[src/sv/page_framebuffer_draw_engine_top_macros.svh]
// Assertion macros for the page frame buffer draw engine.
// Depends on nothing; included by the top level, which supplies clk and arst_n.
`ifndef PAGE_FRAMEBUFFER_DRAW_ENGINE_TOP_MACROS_SVH
`define PAGE_FRAMEBUFFER_DRAW_ENGINE_TOP_MACROS_SVH
`ifndef NO_ASSERTIONS
`define PFB_ASSERT_IMP(lbl, a, c) lbl: assert property (@(posedge clk) disable iff (!arst_n) \
	(a) |-> (c)) else $error("assertion failed");
`define PFB_ASSERT_NXT(lbl, a, c) lbl: assert property (@(posedge clk) disable iff (!arst_n) \
	(a) |=> (c)) else $error("assertion failed");
`else
`define PFB_ASSERT_IMP(lbl, a, c)
`define PFB_ASSERT_NXT(lbl, a, c)
`endif
`endif

[src/sv/pfb_pkg.sv]
// Shared types and constants of the page frame buffer draw engine.
// Depends on nothing.
`default_nettype none
package pfb_pkg;
	localparam int PAGES = 8;
	localparam int COLUMNS = 128;
	localparam int PAGE_W = 3;
	localparam int COL_W = 7;
	localparam int ADDR_W = PAGE_W + COL_W;
	localparam int DEPTH = PAGES * COLUMNS;

	localparam logic [1:0] KIND_DOT = 2'd0;
	localparam logic [1:0] KIND_COLUMN = 2'd1;
	localparam logic [1:0] KIND_RECT = 2'd2;
	localparam logic [1:0] KIND_FLUSH = 2'd3;

	typedef struct packed {
		logic [1:0] kind;
		logic [5:0] row_from;
		logic [5:0] row_to;
		logic [6:0] col_from;
		logic [6:0] col_to;
		logic [7:0] value;
		logic [3:0] bit_count;
		logic [2:0] page;
	} in_item_t;

	typedef struct packed {
		logic [2:0] out_page;
		logic [6:0] first_col;
		logic [3:0] byte_count;
		logic [63:0] data;
		logic last;
	} out_item_t;

	typedef struct packed {
		logic flush;
		logic [PAGE_W-1:0] p0;
		logic [PAGE_W-1:0] p1;
		logic [COL_W-1:0] c0;
		logic [COL_W-1:0] c1;
		logic [2:0] lo0;
		logic [2:0] hi1;
		logic [15:0] data16;
	} op_t;
endpackage
`default_nettype wire

[src/sv/pfb_front.sv]
// Front end: accepts items, turns them into byte-walk operations, and queues them.
// Depends on pfb_pkg.
`default_nettype none
module pfb_front (
	input wire logic clk,
	input wire logic arst_n,
	input wire logic item_valid,
	output logic item_stall,
	input wire pfb_pkg::in_item_t item,
	input wire logic clearing,
	output logic q_valid,
	output pfb_pkg::op_t q_op,
	input wire logic q_pop
);
	pfb_pkg::op_t op;
	logic keep;
	logic on;
	logic [3:0] bc;
	logic [6:0] rend;
	logic [5:0] r0;
	logic [5:0] r1;
	logic [7:0] lowmask;
	logic [8:0] lowmask9;
	pfb_pkg::op_t fifo_q [2];
	logic wr_ptr_q;
	logic rd_ptr_q;
	logic [1:0] count_q;
	logic push;

	always_comb begin
		on = |item.value;
		bc = (item.bit_count > 4'd8) ? 4'd8 : item.bit_count;
		rend = {1'b0, item.row_from} + {3'b0, bc} - 7'd1;
		lowmask9 = (9'd1 << bc) - 9'd1;
		lowmask = lowmask9[7:0];
		r0 = item.row_from;
		r1 = item.row_from;
		keep = 1'b1;
		op = '0;
		op.c0 = item.col_from;
		op.c1 = item.col_from;
		op.data16 = {16{on}};
		unique case (item.kind)
			pfb_pkg::KIND_DOT: begin
			end
			pfb_pkg::KIND_COLUMN: begin
				keep = (bc != 4'd0);
				r1 = (rend > 7'd63) ? 6'd63 : rend[5:0];
				op.data16 = {8'h00, item.value & lowmask} << item.row_from[2:0];
			end
			pfb_pkg::KIND_RECT: begin
				keep = (item.row_to >= item.row_from) && (item.col_to >= item.col_from);
				r1 = item.row_to;
				op.c1 = item.col_to;
			end
			pfb_pkg::KIND_FLUSH: begin
				keep = (item.col_to >= item.col_from);
				op.flush = 1'b1;
				op.c1 = item.col_to;
			end
			default: begin
			end
		endcase
		op.p0 = r0[5:3];
		op.p1 = r1[5:3];
		op.lo0 = r0[2:0];
		op.hi1 = r1[2:0];
		if (op.flush) begin
			op.p0 = item.page;
			op.p1 = item.page;
		end
	end

	assign item_stall = clearing || (count_q == 2'd2);
	assign push = item_valid && !item_stall && keep;
	assign q_valid = (count_q != 2'd0);
	assign q_op = fifo_q[rd_ptr_q];

	always_ff @(posedge clk) begin
		if (push) begin
			fifo_q[wr_ptr_q] <= op;
		end
	end

	always_ff @(posedge clk or negedge arst_n) begin
		if (!arst_n) begin
			wr_ptr_q <= 1'b0;
			rd_ptr_q <= 1'b0;
			count_q <= 2'd0;
		end else begin
			if (push) begin
				wr_ptr_q <= !wr_ptr_q;
			end
			if (q_pop) begin
				rd_ptr_q <= !rd_ptr_q;
			end
			count_q <= count_q + {1'b0, push} - {1'b0, q_pop};
		end
	end
endmodule
`default_nettype wire

[config.mk]
export PLATFORM = sky130hd
export DESIGN_NAME = pfb_front
export DESIGN_NICKNAME = d
export VERILOG_FILES = /design/src/sv/page_framebuffer_draw_engine_top_macros.svh /design/src/sv/pfb_pkg.sv /design/src/sv/pfb_front.sv
export SDC_FILE = /design/constraint.sdc
export NUM_CORES = 1
export LEC_CHECK = 0
export ABC_AREA = 1
export BUFFER_PORTS_ARGS = -buffer_cell sky130_fd_sc_hd__buf_2
export CAP_MARGIN = 10
export CELL_PAD_IN_SITES_DETAIL_PLACEMENT = 1
export CELL_PAD_IN_SITES_GLOBAL_PLACEMENT = 2
export CORE_ASPECT_RATIO = 1.5
export CORE_UTILIZATION = 35
export CTS_BUF_LIST = sky130_fd_sc_hd__clkbuf_16
export DETAILED_ROUTE_END_ITERATION = 6
export GPL_ROUTABILITY_DRIVEN = 0
export PLACE_DENSITY_LB_ADDON = 0.08
export RECOVER_POWER = 25
export SYNTH_ARGS = -nofsm -noshare
export SYNTH_HDL_FRONTEND = slang
export SYNTH_SLANG_ARGS = --single-unit
[constraint.sdc]
create_clock -name clk -period 3.4 [get_ports clk]
set_input_delay 0.17 -clock clk [delete_from_list [all_inputs] [get_ports clk]]
set_output_delay 0.17 -clock clk [all_outputs]
set_load 0.005 [all_outputs]
### Yosys cells after proc, flatten, opt, wreduce, memory -nomap -nowiden

Memories as Yosys holds them, arrays and structs flattened.
Cells that the tools add are included.

| operators by class | value |
|---|---|
| add/sub/neg operators | 5 |
| magnitude comparators | 4 |
| eq/ne operators | 4 |
| shift operators | 2 |
| multiplexer cells | 10 |
| bitwise gates (word level) | 1 |
| reductions and logical operators | 11 |

Operator list:

| cell | count |
|---|---|
| 16-bit 2-to-1 mux | 1 |
| 8-bit by 3-bit << shifter with 16-bit output | 1 |
| 6-bit 2-to-1 mux | 2 |
| 6-bit case mux with 2 select lines | 1 |
| 8-bit AND | 1 |
| 8-bit OR reduction | 1 |
| 1-bit by 4-bit << shifter with 8-bit output (first input constant) | 1 |
| 8-bit by 1-bit subtractor with 8-bit output (second input constant) | 1 |
| 6-bit by 4-bit adder with 7-bit output | 1 |
| 7-bit greater-or-equal comparator | 1 |
| 7-bit by 6-bit > comparator with 1-bit output (second input constant) | 1 |
| 7-bit 2-to-1 mux | 1 |
| 7-bit by 1-bit subtractor with 7-bit output (second input constant) | 1 |
| 2-bit == test (second input constant) | 3 |
| 6-bit greater-or-equal comparator | 1 |
| 4-bit > comparator (second input constant) | 1 |
| 4-bit 2-to-1 mux | 1 |
| 4-bit nonzero test | 1 |
| 1-bit logical AND | 3 |
| 1-bit zero test | 3 |
| 1-bit 2-to-1 mux | 3 |
| 1-bit case mux with 3 select lines | 1 |
| 2-bit by 1-bit adder with 2-bit output | 1 |
| 2-bit by 1-bit == test with 1-bit output (second input constant) | 1 |
| 4 further kinds | 4 |

| storage, ports and cells | value |
|---|---|
| flip-flop bits (word level) | 4 |
| memory bits (writable) | 86 |
| input bits | 48 |
| output and inout bits | 45 |
| memories | 1 |

Memory list:

| memory | depth | width | read ports | clocked after memory_dff | write ports | line | source |
|---|---|---|---|---|---|---|---|
| fifo_q | 2 | 43 | 1 | 0 | 1 | pfb_front.sv:24 | `pfb_pkg::op_t fifo_q [2];` |

### Longest topological paths before layout

Gate-level depths: netlist of the first run.

| logic depth | value |
|---|---|
| depth in word-level cells | 8 |
| mapped depth | 16 |
| depth with buffers taken out | 16 |

### Worst setup path after synthesis of the first run

Ideal clock, no wire load.

| path | value |
|---|---|
| kind | input to register |
| start | input item[36] (netlist bit) |
| end | memory fifo_q[1][0] (netlist bit), enable pin |
| library setup time | 0.443 ns |
| arrival time | 2.937 ns |
| data required time | 2.957 ns |
| path slack | 0.019 ns |
| cell stages on the path | 11 |
| cell sequence | inv_1 buf_4 ha_1 nand2_1 nor2_1 nand2_1 nand3_1 nand3_1 nand3_2 nand2_2 nor2_1 |

| on the way | value |
|---|---|
| word-level cells in the longest chain between the ends | 6 |

RTL lines:

| element | line | source |
|---|---|---|
| start, declared | pfb_front.sv:9 | `input wire pfb_pkg::in_item_t item,` |
| 6-bit greater-or-equal comparator | pfb_front.sv:52 | `keep = (item.row_to >= item.row_from) && (item.col_to >= item.col_from);` |
| 1-bit logical AND | pfb_front.sv:52 |  |
| 1-bit case mux with 3 select lines | pfb_front.sv:43 | `unique case (item.kind)` |
| 1-bit logical AND | pfb_front.sv:75 | `assign push = item_valid && !item_stall && keep;` |
| 1-bit 2-to-1 mux | pfb_front.sv:80 | `if (push) begin` |
| 1-bit 2-to-1 mux (implied by the code) | pfb_front.sv:81 | `fifo_q[wr_ptr_q] <= op;` |
| end, declared | pfb_front.sv:24 |  |

Every way passes these cells.

==> reports/summary.txt, run 1 <==
Initial Utilization - 0.360
cell leakage power - 2.40 nW
setup tns final - 0 ns
Reg clk slew, reported paths - 0.06 ns
worst r2r src - rd_ptr_q$_DFFE_PN0P_
gr ovfl total - 0
Slew HR - -0.271
routed length per instance - 16.3 um
ys async rst share - 0.0444
hold violation total from the final report - 0
CTS Root Cell - clkbuf_16
register bit count reported by yosys - 90
DR vias - 3554
clk sinks - 90
post-route minimum period - 2.75 ns
first drt pass iteration count - 4
antenna diode count - 0
worst hold path class - in2reg
fin cells - 709
die area - 14500 sq um
pin count of the biggest net entering global routing - 45
Reg2Reg Depth - 1
Synth cell types - 32
Fmax - 0.363 GHz
maximum vdd ir drop - 0.000220 V
Post-synth EDFFs - 86
commonest non-fill, non-tap cell in the layout - edfxtp_1
synth warn - 0
Critical Path Fanout Max - 44
first-pass GRT wire length - 18800 um
layout cell share with drive strength beyond 1 - 0.276
Slew Limit Fails - 45
final hold slack - 0.0407 ns
DRC - 0
Worst Path Arrival - 2.58 ns
core area - 13600 sq um
Period Utilization, post-route - 0.809
Boundary Pins - 93
Seq/Total Area, Yosys - 0.547
Buffers on Ports - 92
crit path launch - rd_ptr_q$_DFFE_PN0P_
CTS H-tree lvls - 3
Routed WL - 11600 um
Total GRT Usage - 0.169
die height - 147 um
vias in the first global route - 3815
Synth Instances - 450
critical path capture point type - primary output
most used flip-flop cell after synthesis - edfxtp_1
Register Area - 2680 sq um
RSZ-0062 raised after global routing - no
First DRT Iteration DRCs - 92
failing checks - max-capacitance violations, max-slew violations
adder-cell share of the synthesized area - 0.0781
post-synthesis compound-gate area fraction - 0.0393
met3 Use GR - 0.0243
Post-Syn Area - 4900 sq um
most frequent cells in the layout - edfxtp_1, nand2_1, buf_2
Slew @ Worst Pin - 1.91 ns
worst hold start - q_pop
area grow syn2layout - 18.2%
pwr dens - 555 nW/um^2
Max Cap Violations - 1
gr busiest metal - met2
Required @ worst endpoint - 3.23 ns
Synth Net Count - 528
Nets - 620
Max Clock Skew - 0.00475 ns
Synth Area per Inst - 10.9 sq um
Final HPWL DP - 9060 um
remaining antenna violation count - 0
antenna violations before repair - 0
Min-Delay Path Depth - 2
outcome - complete, but fails checks
largest family of logic cells by synthesized area - simple AND/OR/NAND/NOR gates
Longest Clk Path Bufs - 2
mux cell area share after synthesis - 0.0988
Die Width - 98.6 um
met2 usage - 0.324
worst skew pair latency - 0.34 ns
fill count - 1535
number of CTS-inserted buffers - 9
post-DR vias/cell - 5.01
final setup vio count - 0
FP Rows - 52
CTS tree - yes
xor/xnor share of the synthesized area - 0.0107
area occupied by multi-input gates - 1950 sq um
Cells after DPL - 692
CP startpoint kind - register
met1 usage in global routing - 0.186
simple-gate share of the synthesized area - 0.169
critical path class - reg2out
==> kinds of logic after synthesis <==
kind of cell             count (synthesis)
AND/OR/NAND/NOR                        179
buffers and inverters                   67
adder cells (fa/ha/maj)                 30
AO/OA/AOI/OAI                           35
XOR/XNOR                                 6
multiplexers                            43
flip-flops                              90
==> stage by stage <==
| stage | utilization | worst slack [ns] | power [mW] | instance area, sq um |
|---|---|---|---|---|
| 3_3_place_gp | 0.407 | 0.732 | 2.31 | 5530 |
| 5_1_grt | 0.426 | 0.412 | 3.39 | 5790 |
| 6_report | 0.426 | 0.648 | 3.21 | 5790 |
| 2_1_floorplan | - | 0.0194 | 1.98 | 4900 |
| 3_5_place_dp | 0.407 | 0.654 | 2.33 | 5530 |
| 4_1_cts | 0.428 | 1.02 | 3.27 | 5820 |
==> per-layer routing <==
layer | share of wire | vias up
met3 | 0.028 | 9
met5 | 0 | -
met1 | 0.41 | 1711
li1 | - | 1759
met4 | 0.016 | 0
met2 | 0.55 | 75
==> layout make-up <==
cell class | count | share of cell area
Multi-Input combinational cell | 293 | 0.336
Tap cell | 162 | 0.0350
Sequential cell | 90 | 0.463
Clock buffer | 9 | 0.0389
Inverter | 51 | 0.0331
Clock inverter | 7 | 0.00886
Timing Repair Buffer | 97 | 0.0851
==> cells in the mapped netlist, types with 4 or more instances <==
master	n	area [sq um]
mux2_2	43	484
inv_1	49	184
nand3b_1	6	45.0
o21ai_0	5	25.0
nand4_1	9	56.3
ha_1	29	363
nand2_1	81	304
a21oi_1	23	115
dfrtp_1	4	100
buf_2	9	45.0
nand3_1	51	255
nor2_1	25	93.8
edfxtp_1	86	2580
==> power by group <==
part	switching [mW]	internal, mW	total, mW	leakage (nW)
clock	0.422	0.500	0.922	0.133
sequential	0.130	1.32	1.45	0.818
combinational	0.387	0.451	0.837	1.45
total	0.938	2.27	3.21	2.40
==> registers in the layout, summed over array words and instances, names as in the netlist <==
signal	count
count_q	2
fifo_q	86
wr_ptr_q	1
rd_ptr_q	1
==> critical path: stages, from the launching register on <==
cell and delay, ns:
dfrtp_1 1.63, mux2_2 0.46, buf_2 0.14
==> repair_timing <==
item,CTS,global route
gates resized for setup,0,0
endpoints found under the hold margin,4,0
buffers inserted,0,0
hold buffers,1,0
==> final timing paths <==
path / slack, ns / end
min in group asynchronous: 0.21 / wr_ptr_q$_DFFE_PN0P_
worst max register to register: 1.41 / rd_ptr_q$_DFFE_PN0P_
worst min register to register: 0.47 / wr_ptr_q$_DFFE_PN0P_
worst min-delay path: 0.04 / rd_ptr_q$_DFFE_PN0P_
max in group asynchronous: 2.99 / count_q[1]$_DFF_PN0_
worst max-delay path: 0.65 / q_op[17]
No activity file was read; power rests on OpenSTA's default activity.
==> run 2: changes to the inputs <==
Settings changed: ABC_AREA 1 to 0, CORE_UTILIZATION 35 to 34.
Clock period 3.4 ns to 2.51 ns, I/O delays scaled along.
==> run 2 against run 1 <==
The run now ends clean. Synthesized cell count down 14%. Area after synthesis about the same. Sequential power up 28%. Highest routed layer unchanged.
==> reports/summary.txt, run 2 <==
outcome - complete, no violations (was complete, but fails checks)
hold violation total from the final report - 0 (unchanged)
commonest non-fill, non-tap cell in the layout - edfxtp_1 (unchanged)
area occupied by multi-input gates - 2080 sq um (was 1950 sq um)
critical path capture point type - register (was primary output)
First DRT Iteration DRCs - 112 (was 92)
post-DR vias/cell - 5.05 (was 5.01)
Post-Syn Area - 4900 sq um (about the same)
fill count - 1582 (was 1535)
antenna violations before repair - 0 (unchanged)
DR vias - 3504 (was 3554)
most used flip-flop cell after synthesis - edfxtp_1 (unchanged)
slowest CP cell - a211oi_1 (was dfrtp_1)
adder-cell share of the synthesized area - 0.0782 (was 0.0781)
Nets - 576 (was 620)
DRC - 0 (unchanged)
die height - 149 um (was 147 um)
post-route minimum period - 2.21 ns
clk sinks - 90 (unchanged)
Synth Net Count - 466 (was 528)
Slew Limit Fails - 0 (was 45)
mux cell area share after synthesis - 0.127 (was 0.0988)
final setup vio count - 0 (unchanged)
vias in the first global route - 3708 (was 3815)
cell with the most instances after synthesis - edfxtp_1 (unchanged)
layout cell share with drive strength beyond 1 - 0.339 (was 0.276)
fin cells - 694 (was 709)
Period Utilization, post-route - 0.882
Seq pwr share - 0.434 (was 0.452)
Max Clock Skew - 0.00611 ns (was 0.00475 ns)
biggest regs - fifo_q: 86 flops, count_q: 2 flops (unchanged)
Yosys top cell area share - 0.527 (about the same)
pin count of the biggest net entering global routing - 31 (was 45)
Die Width - 100 um (was 98.6 um)
simple-gate share of the synthesized area - 0.0733 (was 0.169)
ys async rst share - 0.0444 (unchanged)
post-synthesis compound-gate area fraction - 0.124 (was 0.0393)
first drt pass iteration count - 4 (unchanged)
number of CTS-inserted buffers - 9 (unchanged)
Register Area - 2680 sq um (unchanged)
Required @ worst endpoint - 2.67 ns (was 3.23 ns)
crit path buf inv count - 4 (was 1)
remaining antenna violation count - 0 (unchanged)
routed length per instance - 16.8 um (was 16.3 um)
Synth cell types - 54 (was 32)
Slew @ Worst Pin - 0.727 ns (was 1.91 ns)
Boundary Pins - 93 (unchanged)
top cells by area, synth - edfxtp_1, mux2_2, ha_1 (unchanged)
most frequent cells in the layout - edfxtp_1, buf_2, mux2_2 (was edfxtp_1, nand2_1, buf_2)
setup tns final - 0 ns (unchanged)
CTS H-tree lvls - 3 (unchanged)
final hold slack - 0.0796 ns (was 0.0407 ns)
first-pass GRT wire length - 18700 um (was 18800 um)
CP Cell Sequence - buf_2 > inv_1 > nand2_1 > ha_1 > inv_1 > ha_1 > a211oi_1 > nor4b_1 > a2111oi_2 > buf_4 > o21ai_1 > a31oi_1 (was mux2_2 > buf_2)
worst skew pair latency - 0.33 ns (was 0.34 ns)
area leader, netlist - edfxtp_1 (unchanged)
Max Cap Violations - 0 (was 1)
Critical Path Fanout Max - 6 (was 44)
NetSw - 1.20 mW (was 938 uW)
Worst Path Arrival - 2.37 ns (was 2.58 ns)
Most flops, register - fifo_q (unchanged)
Post-synth EDFFs - 86 (unchanged)
gr ovfl total - 0 (unchanged)
crit-path max cell delay - 0.34 ns (was 1.63 ns)
maximum vdd ir drop - 0.000278 V (was 0.000220 V)
area grow syn2layout - 23.1% (was 18.2%)
setup bufs post-CTS - 0 (unchanged)
combinational power share - 0.293 (was 0.261)
CTS Root Cell - clkbuf_16 (unchanged)
CP startpoint kind - primary input (was register)
Int Pwr - 3.06 mW (was 2.27 mW)
cell leakage power - 2.33 nW (was 2.40 nW)
synth warn - 0 (unchanged)
Synth Area per Inst - 12.6 sq um (was 10.9 sq um)
Buffers on Ports - 92 (unchanged)
Slew HR - 0.516 (was -0.271)
die area - 14900 sq um (was 14500 sq um)
Synth Instances - 388 (was 450)
critical path class - in2reg (was reg2out)
register bit count reported by yosys - 90 (unchanged)
most common library cells after synthesis - edfxtp_1, mux2_2, inv_1 (was edfxtp_1, nand2_1, nand3_1)
worst hold path class - in2reg (unchanged)
switching part of the total - 0.281 (was 0.292)
Cells after DPL - 676 (was 692)
Clock power frac - 0.273 (was 0.287)
xor/xnor share of the synthesized area - 0.00894 (was 0.0107)
RSZ-0062 raised after global routing - no (unchanged)
antenna diode count - 0 (unchanged)
Tot Pwr - 4.26 mW (was 3.21 mW)
Seq/Total Area, Yosys - 0.548 (was 0.547)
Reg clk slew, reported paths - 0.06 ns (about the same)
FP Rows - 53 (was 52)
Initial Utilization - 0.348 (was 0.360)
CP delay by family, top - compound AO/OA/AOI/OAI gates (was flip-flops)
largest family of logic cells by synthesized area - multiplexers (was simple AND/OR/NAND/NOR gates)
Longest Clk Path Bufs - 2 (unchanged)
Routed WL - 11700 um (was 11600 um)
core area - 14100 sq um (was 13600 sq um)
Final HPWL DP - 9190 um (was 9060 um)
CTS tree - yes (unchanged)
max FFs per register - 86 (unchanged)
pwr dens - 706 nW/um^2 (was 555 nW/um^2)
Fmax - 0.452 GHz
Total GRT Usage - 0.167 (was 0.169)
run 2: cell types whose count changed after synthesis, sizes merged, moves of 14 or more:
| cell | previous run | this run |
|---|---|---|
| nor2 | 26 | 10 |
| nand3 | 53 | 11 |
| nand2 | 84 | 17 |
| o21ai | 7 | 28 |
| inv | 50 | 33 |
| a21oi | 24 | 10 |
run 2: final cells by class:
cell class | count | share of cell area
clock buffer | 9 | 0.0373
clock inverter | 6 | 0.00477
inverter | 34 | 0.0212
multi-input combinational | 247 | 0.344
sequential | 90 | 0.445
tap | 192 | 0.0398
timing repair buffer | 116 | 0.108
run 2: power by group through the flow:
stage          Sequential, mW  Clock (mW)  Combinational (mW)
3_3_place_gp             1.88           0                1.27
3_5_place_dp             1.89           0                1.28
6_report                 1.85        1.16                1.24
4_1_cts                  1.86        1.20                1.29
2_1_floorplan            1.82           0               0.810
5_1_grt                  1.86        1.25                1.38
run 2: worst register-to-register path: cells and delay by family (launching register included):
kind,cells,cell delay [ns]
AOI/OAI and AO/OA,1,0.18
xor gates and xnor gates,2,0.31
adders and majority gates,2,0.46
buffers and inverters,2,0.10
DFF,1,0.36
and+or+nand+nor,2,0.31
run 2: logic make-up (layout without fill, tap and decap cells):
kind of cell | after synthesis | count (layout)
flip-flops | 90 | 90
buffers and inverters | 51 | 165
AO/OA/AOI/OAI | 88 | 88
XOR/XNOR | 5 | 5
adder cells (fa/ha/maj) | 30 | 30
AND/OR/NAND/NOR | 68 | 68
multiplexers | 56 | 56
run 2: path summary, 6_finish.rpt:
path / from / endpoint / slack (ns) / cells after the start
max in group asynchronous: arst_n / rd_ptr_q$_DFFE_PN0P_ / 2.18 / 2
hold / removal: item[23] / fifo_q[0][30]$_DFFE_PP_ / 0.08 / 1
setup / recovery: item[6] / fifo_q[0][16]$_DFFE_PP_ / 0.30 / 12
setup reg to reg: count_q[0]$_DFF_PN0_ / count_q[1]$_DFF_PN0_ / 0.71 / 9
hold reg to reg: count_q[1]$_DFF_PN0_ / count_q[1]$_DFF_PN0_ / 0.52 / 1
min in group asynchronous: arst_n / count_q[0]$_DFF_PN0_ / 0.15 / 2
run 2: timing repair:
| item | in CTS | in global routing |
|---|---|---|
| endpoints found under the hold margin | 7 | 0 |
| gates resized for setup | 0 | 0 |
| hold buffers | 3 | 0 |
run 2: layer usage:
metal,global-route usage,vias to the layer above,routed length [um]
met4,0.0848,0,311
met3,0.0267,19,405
met2,0.308,76,6230
met5,0,-,0
met1,0.182,1707,4740
li1,-,1702,-
run 2: per-stage QoR:
stage | setup WS, ns | util | cell area [sq um]
global route | 0.0879 | 0.429 | 6030
CTS | 0.287 | 0.432 | 6070
global placement | 0.0379 | 0.411 | 5780
detailed placement | -0.0619 | 0.411 | 5780
finish | 0.296 | 0.429 | 6030
floorplan | -0.00649 | - | 4960
